`src/rtl/core/trie_insert_search_counter_top_macros.svh`:
```
// Assertion macros for the trie insert/search engine.
// Included by the RTL files that carry concurrent checks; expects clk and rst_n in scope.
`ifndef TRIE_INSERT_SEARCH_COUNTER_TOP_MACROS_SVH
`define TRIE_INSERT_SEARCH_COUNTER_TOP_MACROS_SVH
`ifndef SYNTHESIS
// Same-cycle implication, disabled while reset is asserted.
`define TISC_ASSERT_IMP(label, ante, cons) \
    label: assert property (@(posedge clk) disable iff (!rst_n) (ante) |-> (cons)) \
        else $error("tisc: same-cycle check failed");
// Next-cycle implication, disabled while reset is asserted.
`define TISC_ASSERT_NXT(label, ante, cons) \
    label: assert property (@(posedge clk) disable iff (!rst_n) (ante) |=> (cons)) \
        else $error("tisc: next-cycle check failed");
`else
`define TISC_ASSERT_IMP(label, ante, cons)
`define TISC_ASSERT_NXT(label, ante, cons)
`endif
`endif

```
`src/rtl/core/tisc_pkg.sv`:
```
// Shared types and constants for the trie insert/search engine.
// No dependencies; imported by the interfaces, the walk sequencer and the top level.
`default_nettype none

package tisc_pkg;

    // Field widths of the item channels.
    localparam int KIND_W   = 2;
    localparam int LETTER_W = 6;
    localparam int COUNT_W  = 16;

    // Item kinds.
    localparam logic [KIND_W-1:0] KIND_INSERT = 2'd0;
    localparam logic [KIND_W-1:0] KIND_SEARCH = 2'd1;
    localparam logic [KIND_W-1:0] KIND_CLEAR  = 2'd2;
    localparam logic [KIND_W-1:0] KIND_UNUSED = 2'd3;

    // End counts saturate here.
    localparam logic [COUNT_W-1:0] COUNT_MAX = 16'hFFFF;

    // Walk sequencer states.
    typedef enum logic [1:0] {
        S_IDLE,
        S_LINK,
        S_NODE
    } tisc_state_t;

    // One result item handed from the walk sequencer to the output register.
    typedef struct packed {
        logic               valid;
        logic [COUNT_W-1:0] word_count;
        logic               table_full;
    } tisc_result_t;

endpackage

`default_nettype wire

```
`src/rtl/core/tisc_in_if.sv`:
```
// Input item channel: valid/ready handshake with one letter item as payload.
// Depends on tisc_pkg for the field widths.
`default_nettype none

interface tisc_in_if;
    import tisc_pkg::*;

    logic                valid;
    logic                ready;
    logic [KIND_W-1:0]   kind;
    logic [LETTER_W-1:0] letter_code;
    logic                last_letter;

    modport source (output valid, output kind, output letter_code, output last_letter,
                    input ready);
    modport sink   (input valid, input kind, input letter_code, input last_letter,
                    output ready);
endinterface

`default_nettype wire

```
`src/rtl/core/tisc_walk.sv`:
```
// Walk sequencer of the trie engine: follows child links, allocates nodes, updates counts.
// Depends on tisc_pkg, tisc_in_if and the assertion macro header; drives both RAMs.
`default_nettype none
`include "trie_insert_search_counter_top_macros.svh"

module tisc_walk #(
    parameter int NODE_COUNT    = 16384,
    parameter int ALPHABET_SIZE = 52,
    localparam int NW  = $clog2(NODE_COUNT),
    localparam int AW  = $clog2(NODE_COUNT * ALPHABET_SIZE),
    localparam int NMW = AW + tisc_pkg::COUNT_W
) (
    input  wire logic                  clk,
    input  wire logic                  rst_n,
    tisc_in_if.sink                    req,
    output logic                       link_re,
    output logic [AW-1:0]              link_raddr,
    input  wire logic [NW-1:0]         link_rdata,
    output logic                       link_we,
    output logic [AW-1:0]              link_waddr,
    output logic [NW-1:0]              link_wdata,
    output logic                       node_re,
    output logic [NW-1:0]              node_raddr,
    input  wire logic [NMW-1:0]        node_rdata,
    output logic                       node_we,
    output logic [NW-1:0]              node_waddr,
    output logic [NMW-1:0]             node_wdata,
    output tisc_pkg::tisc_result_t     res,
    input  wire logic                  res_ready
);
    import tisc_pkg::*;

    localparam int LW = $clog2(ALPHABET_SIZE);
    localparam int FW = $clog2(NODE_COUNT + 1);
    localparam logic [FW-1:0] FREE_LIMIT = FW'(NODE_COUNT);
    localparam logic [FW-1:0] FREE_FIRST = FW'(1);
    localparam logic [AW-1:0] ALPHA_AW   = AW'(ALPHABET_SIZE);
    localparam logic [LW-1:0] LETTER_TOP = LW'(ALPHABET_SIZE - 1);

    // Control state.
    tisc_state_t        state_reg, state_next;
    logic [NW-1:0]      cursor_reg, cursor_next;
    logic [FW-1:0]      next_free_reg, next_free_next;
    logic               missed_reg, missed_next;
    logic               overflow_reg, overflow_next;

    // Item held while it is walked.
    logic [KIND_W-1:0]  kind_reg, kind_next;
    logic               last_reg, last_next;
    logic [AW-1:0]      slot_reg, slot_next;
    logic [NW-1:0]      child_reg, child_next;

    // Walk decision terms.
    logic [31:0]        code_ext;
    logic [LW-1:0]      letter_sat;
    logic [AW-1:0]      slot_calc;
    logic [AW-1:0]      node_parent;
    logic [COUNT_W-1:0] node_count;
    logic               link_ok;
    logic               node_go;
    logic               miss_now;
    logic               ovf_now;
    logic [COUNT_W-1:0] cnt_old;
    logic [COUNT_W-1:0] cnt_new;
    logic               letter_take;

    // Letter saturation and the link slot of the cursor.
    assign code_ext   = 32'(req.letter_code);
    assign letter_sat = (code_ext >= 32'(ALPHABET_SIZE)) ? LETTER_TOP : LW'(code_ext);
    assign slot_calc  = AW'(cursor_reg) * ALPHA_AW + AW'(letter_sat);

    // A stored link counts only if its child was allocated since the last clear
    // and that child names this very slot as its parent.
    assign node_parent = node_rdata[NMW-1:COUNT_W];
    assign node_count  = node_rdata[COUNT_W-1:0];
    assign link_ok     = (child_reg != '0) && (FW'(child_reg) < next_free_reg)
                         && (node_parent == slot_reg);

    assign req.ready   = (state_reg == S_IDLE);
    assign letter_take = req.valid && req.ready
                         && ((req.kind == KIND_INSERT) || (req.kind == KIND_SEARCH));
    assign node_go     = !last_reg || res_ready;

    // Next state.
    always_comb
    begin
        state_next = state_reg;
        case (state_reg)
            S_IDLE:
            begin
                if (letter_take)
                begin
                    state_next = S_LINK;
                end
            end
            S_LINK:
            begin
                state_next = S_NODE;
            end
            S_NODE:
            begin
                if (node_go)
                begin
                    state_next = S_IDLE;
                end
            end
            default:
            begin
                state_next = S_IDLE;
            end
        endcase
    end

    // Datapath, memory controls and result.
    always_comb
    begin
        cursor_next    = cursor_reg;
        next_free_next = next_free_reg;
        missed_next    = missed_reg;
        overflow_next  = overflow_reg;
        kind_next      = kind_reg;
        last_next      = last_reg;
        slot_next      = slot_reg;
        child_next     = child_reg;
        link_re        = 1'b0;
        link_raddr     = slot_calc;
        link_we        = 1'b0;
        link_waddr     = slot_reg;
        link_wdata     = NW'(next_free_reg);
        node_re        = 1'b0;
        node_raddr     = link_rdata;
        node_we        = 1'b0;
        node_waddr     = NW'(next_free_reg);
        node_wdata     = {slot_reg, {COUNT_W{1'b0}}};
        miss_now       = missed_reg;
        ovf_now        = overflow_reg;
        cnt_old        = '0;
        cnt_new        = '0;
        res            = '0;
        case (state_reg)
            S_IDLE:
            begin
                if (req.valid)
                begin
                    case (req.kind)
                        KIND_INSERT, KIND_SEARCH:
                        begin
                            link_re   = 1'b1;
                            slot_next = slot_calc;
                            kind_next = req.kind;
                            last_next = req.last_letter;
                        end
                        KIND_CLEAR:
                        begin
                            next_free_next = FREE_FIRST;
                            cursor_next    = '0;
                            missed_next    = 1'b0;
                            overflow_next  = 1'b0;
                        end
                        default:
                        begin
                            // Unused kind: dropped without effect.
                        end
                    endcase
                end
            end
            S_LINK:
            begin
                node_re    = 1'b1;
                child_next = link_rdata;
            end
            S_NODE:
            begin
                if (node_go)
                begin
                    // Walk one link unless the word already broke.
                    if (!missed_reg && !overflow_reg)
                    begin
                        if (link_ok)
                        begin
                            cursor_next = child_reg;
                            cnt_old     = node_count;
                        end
                        else if (kind_reg == KIND_INSERT)
                        begin
                            if (next_free_reg < FREE_LIMIT)
                            begin
                                link_we        = 1'b1;
                                node_we        = 1'b1;
                                cursor_next    = NW'(next_free_reg);
                                next_free_next = next_free_reg + FREE_FIRST;
                            end
                            else
                            begin
                                ovf_now = 1'b1;
                            end
                        end
                        else
                        begin
                            miss_now = 1'b1;
                        end
                    end
                    missed_next   = miss_now;
                    overflow_next = ovf_now;
                    cnt_new = ((kind_reg == KIND_INSERT) && (cnt_old != COUNT_MAX))
                              ? cnt_old + 16'd1 : cnt_old;
                    // A fresh node starts at zero, or at one when the word ends on it.
                    if (last_reg)
                    begin
                        node_wdata = {slot_reg, cnt_new};
                    end
                    // End of word: answer, bump the count on an insert, return to the root.
                    if (last_reg)
                    begin
                        res.valid      = 1'b1;
                        res.table_full = ovf_now;
                        res.word_count = (miss_now || ovf_now) ? '0 : cnt_new;
                        if (link_ok && !missed_reg && !overflow_reg
                            && (kind_reg == KIND_INSERT))
                        begin
                            node_we    = 1'b1;
                            node_waddr = child_reg;
                        end
                        cursor_next   = '0;
                        missed_next   = 1'b0;
                        overflow_next = 1'b0;
                    end
                end
            end
            default:
            begin
            end
        endcase
    end

    // Control registers.
    always_ff @(posedge clk or negedge rst_n)
    begin
        if (!rst_n)
        begin
            state_reg     <= S_IDLE;
            cursor_reg    <= '0;
            next_free_reg <= FREE_FIRST;
            missed_reg    <= 1'b0;
            overflow_reg  <= 1'b0;
        end
        else
        begin
            state_reg     <= state_next;
            cursor_reg    <= cursor_next;
            next_free_reg <= next_free_next;
            missed_reg    <= missed_next;
            overflow_reg  <= overflow_next;
        end
    end

    // Item payload registers.
    always_ff @(posedge clk)
    begin
        kind_reg  <= kind_next;
        last_reg  <= last_next;
        slot_reg  <= slot_next;
        child_reg <= child_next;
    end

    // Checks on the walk sequencer.
    `TISC_ASSERT_IMP(a_free_bounds, 1'b1, (next_free_reg >= FREE_FIRST) && (next_free_reg <= FREE_LIMIT))
    `TISC_ASSERT_IMP(a_cursor_alloc, 1'b1, FW'(cursor_reg) < next_free_reg)
    `TISC_ASSERT_IMP(a_link_with_node, link_we, node_we && (node_waddr == link_wdata))
    `TISC_ASSERT_IMP(a_result_at_end, res.valid, (state_reg == S_NODE) && last_reg && res_ready)
    `TISC_ASSERT_NXT(a_letter_walks, letter_take, state_reg == S_LINK)

endmodule

`default_nettype wire

```
`src/flat_wrapper.sv`:
```
// flat-port wrapper written by rule: the top's interface ports become plain ports
module tisc_walk_flat import tisc_pkg::*;
#(
    parameter int NODE_COUNT    = 16384,
    parameter int ALPHABET_SIZE = 52,
    localparam int NW  = $clog2(NODE_COUNT),
    localparam int AW  = $clog2(NODE_COUNT * ALPHABET_SIZE),
    localparam int NMW = AW + tisc_pkg::COUNT_W
)
  (clk, rst_n, link_re, link_raddr, link_rdata, link_we, link_waddr, link_wdata, node_re, node_raddr, node_rdata, node_we, node_waddr, node_wdata, res, res_ready, req_valid, req_kind, req_letter_code, req_last_letter, req_ready);
  tisc_in_if req_i ();
  input  wire logic clk;
  input  wire logic rst_n;
  output logic link_re;
  output logic [AW-1:0] link_raddr;
  input  wire logic [NW-1:0] link_rdata;
  output logic link_we;
  output logic [AW-1:0] link_waddr;
  output logic [NW-1:0] link_wdata;
  output logic node_re;
  output logic [NW-1:0] node_raddr;
  input  wire logic [NMW-1:0] node_rdata;
  output logic node_we;
  output logic [NW-1:0] node_waddr;
  output logic [NMW-1:0] node_wdata;
  output tisc_pkg::tisc_result_t res;
  input  wire logic res_ready;
  input wire logic [$bits(req_i.valid)-1:0] req_valid;
  input wire logic [$bits(req_i.kind)-1:0] req_kind;
  input wire logic [$bits(req_i.letter_code)-1:0] req_letter_code;
  input wire logic [$bits(req_i.last_letter)-1:0] req_last_letter;
  output wire logic [$bits(req_i.ready)-1:0] req_ready;
  assign req_i.valid = req_valid;
  assign req_i.kind = req_kind;
  assign req_i.letter_code = req_letter_code;
  assign req_i.last_letter = req_last_letter;
  assign req_ready = req_i.ready;
  tisc_walk #(.NODE_COUNT(NODE_COUNT), .ALPHABET_SIZE(ALPHABET_SIZE)) u_core (.clk(clk), .rst_n(rst_n), .req(req_i), .link_re(link_re), .link_raddr(link_raddr), .link_rdata(link_rdata), .link_we(link_we), .link_waddr(link_waddr), .link_wdata(link_wdata), .node_re(node_re), .node_raddr(node_raddr), .node_rdata(node_rdata), .node_we(node_we), .node_waddr(node_waddr), .node_wdata(node_wdata), .res(res), .res_ready(res_ready));
endmodule
```
`config.mk`:
```
export PLATFORM = sky130hd
export DESIGN_NAME = tisc_walk_flat
export DESIGN_NICKNAME = d
export VERILOG_FILES = /design/src/rtl/core/tisc_pkg.sv /design/src/rtl/core/tisc_in_if.sv /design/src/rtl/core/tisc_walk.sv /design/src/flat_wrapper.sv
export VERILOG_INCLUDE_DIRS = /design/src /design/src/rtl/core
export SDC_FILE = /design/constraint.sdc
export NUM_CORES = 1
export LEC_CHECK = 0
export BUFFER_PORTS_ARGS = -buffer_cell sky130_fd_sc_hd__buf_4
export CORE_ASPECT_RATIO = 0.6
export CORE_MARGIN = 1.5
export CORE_UTILIZATION = 30
export DETAILED_ROUTE_END_ITERATION = 12
export GPL_ROUTABILITY_DRIVEN = 1
export GPL_TIMING_DRIVEN = 0
export PLACE_DENSITY_LB_ADDON = 0.2
export SETUP_SLACK_MARGIN = 0.4
export SYNTH_ARGS = -nofsm -noshare
export SYNTH_HDL_FRONTEND = slang
export SYNTH_SLANG_ARGS = --single-unit
```
`constraint.sdc`:
```
create_clock -name clk -period 4.8 [get_ports clk]
set_input_delay 0.48 -clock clk [delete_from_list [all_inputs] [get_ports clk]]
set_output_delay 0.48 -clock clk [all_outputs]
set_load 0.01 [all_outputs]
```
==> summary by stage <==
Yosys
Among all cell types in the netlist, the one instantiated most often is sky130_fd_sc_hd__nor2_1. The number of nets handed over by synthesis was 847. The share of flip-flops with an asynchronous set or reset after synthesis is 47.1%. The cell type with the largest total area after synthesis is sky130_fd_sc_hd__edfxtp_1. Yosys printed 0 warnings.

The share of synthesized area in the top cell type comes to between 10% and 20%. In the post-synthesis netlist, the biggest area contributors are sky130_fd_sc_hd__edfxtp_1, sky130_fd_sc_hd__dfrtp_1, sky130_fd_sc_hd__ha_1, sky130_fd_sc_hd__xnor2_1, sky130_fd_sc_hd__buf_4. The synthesis-stage register bit count is 70. Of the synthesized area, sequential elements account for 31.3%. The number of flops mapped to enable cells by yosys is 37. After synthesis, the mean cell area works out to 8.58 sq um. Counting every instance in the synthesized netlist gives 721. The cell area that synthesis handed to floorplanning was 0.00619 sq mm. Counting distinct cell types in the post-synthesis netlist gives 60. The top flip-flop cell by instance count after synthesis is sky130_fd_sc_hd__edfxtp_1. Sorting the synthesized cells by how often they occur yields sky130_fd_sc_hd__nor2_1, sky130_fd_sc_hd__inv_1, sky130_fd_sc_hd__nand2_1, sky130_fd_sc_hd__ha_1, sky130_fd_sc_hd__buf_4.

Clocking
After clock tree synthesis, the clock-pin slew on the worst setup and hold paths is 0.07 ns. For the worst-skew pair, the clock arrives at the later sink with an insertion delay of 0.34 ns. The maximum level of the CTS H-tree is 3.

CTS placed an instance of sky130_fd_sc_hd__clkbuf_16 at the clock tree root. The number of buffers added by the clock tree synthesis step is 9. The TritonCTS clock tree is yes. The CTS sink count is 70.

In this run the deepest clock path goes through 2 buffers.

Outcome
The run finished with clean final reports.

Final layout
The final design instance area without fill is around 0.009 sq mm. The area of all sequential standard cells is 0.00195 sq mm. For this run, the post-layout net count is 1,090. The layout-stage area growth over the synthesis result is 44.8%. After filler insertion, the fill cell instance count of the layout stands at 2,014.

The fraction of final layout cells with drive strength greater than 1 is slightly below 40%. The multi-input combinational cells in the finished layout cover a total of 0.00393 sq mm. The antenna cell count is 0. The register with the most flip-flops in the layout has 20 of them.

GRT
The initial antenna violation count is 0. The first global-routing pass estimated between 30,000 and 40,000 um of wire. The total track usage is 18.8%. The total overflow left after global routing is 0. The largest net degree at the start of global routing is 34.

The via count of the first global-routing pass is between 5,000 and 6,000.

STA
Setup repair after global routing could not meet its margin everywhere. The summed negative setup slack over all endpoints is 0 ns. Headroom to the max-slew limit came out at 23.0%. The post-route clock skew is 0.0131 ns.

The maximum operating frequency is around 230 MHz. For the pin with the worst max-slew slack, the measured transition is 1.15 ns. Hold is met by 0.101 ns.

The final critical path takes up 92.2% of the cycle. The hold violation count in the final report came to 0. The final critical path time including I/O delays and setup is 4.42 ns. The number of setup violations in the final report is 0.

The count of final max-slew check failures is 0.

Detailed routing
The remaining antenna violation count is 0. The total vias in the final route is 6,016. The iteration count of the initial detailed-routing pass is 6. Using the TritonRoute via totals, the vias-per-cell ratio works out to 4.84.

After detailed routing, the average wire length per cell comes to 16.9 um. The number of design-rule violations left by the first detailed-router iteration is 412. The total length of routed wires is 21,000 um. The detailed-route DRC error count is 0.

Floorplanning
The total die area is 0.0215 sq mm. The floorplan die height is between 100 and 150 um. Pin placement for this block handled 204 I/O pins.

The overall die width is 188 um. The starting density of the core is about 31%. The total number of placement rows is 40. The core region is 0.0201 sq mm.

Critical path
The worst register-to-register path has a depth of 15. The setup slack of the worst register-to-register path is about 1.0 ns. In this run the critical register-to-register path is launched from u_core.cursor_reg[2]$_DFFE_PN0P_. Along the worst path, the maximum fanout reaches 4. STA puts the critical path data required time at 4.32 ns. The type of element capturing the critical path is a primary output. The origin of the worst setup path is u_core.cursor_reg[2]$_DFFE_PN0P_. The kind of critical path is reg2out. The worst endpoint data arrival time is between 3 and 4 ns. The worst flop-to-flop path endpoint is u_core.link_waddr[19]$_DFFE_PP_. The category of the worst setup path launch point is a flip-flop. Following the worst setup path forward leads to its endpoint at link_raddr[19].

Placement
The count of buffers from port buffering is 203. The routability congestion estimate from global placement is 0.894. The estimated wirelength of the detail-placed design is 16,800 um. The total cell area at the placement stage is 0.00806 sq mm.

Power and ir drop
After layout, the design draws a total of roughly 0.0017 W. The static leakage is 4.13 nW. The maximum vdd drop is 148 uV. The cell area power density is 193 mW/mm^2.

Run
Max-cap violations in this run came to 0.

Min path
The path class of the tightest hold or removal check is in2async.
==> critical path, cell delays in order (launching register included) <==
cell                       delay [ns]
sky130_fd_sc_hd__dfrtp_2         0.46
sky130_fd_sc_hd__ha_4            0.28
sky130_fd_sc_hd__inv_2           0.03
sky130_fd_sc_hd__fa_1            0.48
sky130_fd_sc_hd__inv_2           0.06
sky130_fd_sc_hd__ha_4            0.23
sky130_fd_sc_hd__a211oi_4        0.29
sky130_fd_sc_hd__o211ai_1        0.21
sky130_fd_sc_hd__a31o_2          0.31
sky130_fd_sc_hd__a21oi_4         0.18
sky130_fd_sc_hd__xnor2_4         0.15
sky130_fd_sc_hd__nand4_1         0.14
sky130_fd_sc_hd__buf_4           0.17
sky130_fd_sc_hd__nor4_4          0.30
sky130_fd_sc_hd__xnor2_2         0.16
sky130_fd_sc_hd__buf_4           0.14
==> per-layer routing <==
| layer | track usage (%) | wire [um] | up-vias |
|---|---|---|---|
| met3 | 4.01 | 1510 | 11 |
| met5 | 0 | 0 | - |
| met1 | 30.4 | 11300 | 2846 |
| met4 | 2.80 | 142 | 0 |
| met2 | 25.4 | 8040 | 229 |
| li1 | - | - | 2930 |
==> metrics by stage <==
step	util, %	cells	worst slack, ns
floorplan	-	721	0.798
global placement	40.0	1197	0.272
detailed placement	40.1	1197	0.268
finish	44.5	1242	0.376
global route	44.5	1242	0.210
CTS	42.7	1224	0.330
==> worst min-delay path by stage <==
| stage | startpoint | to | slack (ns) | cells past startpoint |
|---|---|---|---|---|
| 2_1_floorplan | rst_n | u_core.cursor_reg[0]$_DFFE_PN0P_ | 0.18 | 0 |
| 3_3_place_gp | rst_n | u_core.next_free_reg[9]$_DFFE_PN0P_ | 0.47 | 1 |
| 3_5_place_dp | rst_n | u_core.next_free_reg[9]$_DFFE_PN0P_ | 0.47 | 1 |
| 4_1_cts | rst_n | u_core.next_free_reg[1]$_DFFE_PN0P_ | 0.11 | 1 |
| 5_1_grt | rst_n | u_core.next_free_reg[9]$_DFFE_PN0P_ | 0.12 | 1 |
| 6_report | rst_n | u_core.next_free_reg[1]$_DFFE_PN0P_ | 0.10 | 1 |
==> what timing repair did <==
| item | CTS | global route |
|---|---|---|
| endpoints found under the setup margin | 35 | 39 |
| hold buffers | 0 | 0 |
| pin swaps | 14 | 24 |
| gates resized for setup | 29 | 54 |
| setup buffers | 11 | 17 |
==> cell families after synthesis <==
| logic type | after synthesis | share of synthesized area, % |
|---|---|---|
| flip-flops | 70 | 31.3 |
| AND/OR/NAND/NOR | 249 | 19.8 |
| XOR/XNOR | 64 | 9.06 |
| adder cells (fa/ha/maj) | 63 | 14.2 |
| AO/OA/AOI/OAI | 131 | 13.5 |
| buffers and inverters | 141 | 11.6 |
| multiplexers | 3 | 0.505 |
==> report_power, final <==
group / internal [W] / switching (W) / leakage [nW]
sequential: 0.000669 / 0.0000350 / 0.790
clock: 0.000362 / 0.000275 / 0.135
combinational: 0.000189 / 0.000201 / 3.21
total: 0.00122 / 0.000512 / 4.13
==> cell usage in the layout (no fill, tap or decap), types with 5 or more instances in the layout <==
cell type,count
sky130_fd_sc_hd__buf_4,280
sky130_fd_sc_hd__nor2_1,74
sky130_fd_sc_hd__inv_1,64
sky130_fd_sc_hd__nand2_1,63
sky130_fd_sc_hd__ha_1,44
sky130_fd_sc_hd__xnor2_1,42
sky130_fd_sc_hd__edfxtp_1,37
sky130_fd_sc_hd__a21oi_1,34
sky130_fd_sc_hd__dfrtp_1,26
sky130_fd_sc_hd__o21ai_0,24
sky130_fd_sc_hd__nand4_1,19
sky130_fd_sc_hd__o31ai_1,16
sky130_fd_sc_hd__nand3_1,14
sky130_fd_sc_hd__xor2_1,13
sky130_fd_sc_hd__clkbuf_1,12
sky130_fd_sc_hd__fa_1,11
sky130_fd_sc_hd__clkbuf_16,9
sky130_fd_sc_hd__nand2b_1,8
sky130_fd_sc_hd__a21o_1,8
sky130_fd_sc_hd__nor4_1,8
sky130_fd_sc_hd__and3_1,8
sky130_fd_sc_hd__inv_2,7
sky130_fd_sc_hd__o21bai_1,6
sky130_fd_sc_hd__nor3_1,6
sky130_fd_sc_hd__a31oi_1,6
sky130_fd_sc_hd__buf_2,6
sky130_fd_sc_hd__or3_1,6
sky130_fd_sc_hd__dfrtp_2,6
sky130_fd_sc_hd__o211ai_1,5
sky130_fd_sc_hd__ha_4,5
==> area by class of cell <==
| type | instances | area share (%) |
|---|---|---|
| flip-flops and latches | 70 | 21.7 |
| clock buffers | 10 | 2.67 |
| repair buffers | 232 | 19.4 |
| clock inverters | 6 | 0.405 |
| well taps | 273 | 3.81 |
| multi-input cells | 510 | 43.9 |
| inverters | 71 | 2.97 |
| plain buffers | 70 | 5.14 |
(Power assumes the default switching activity.)
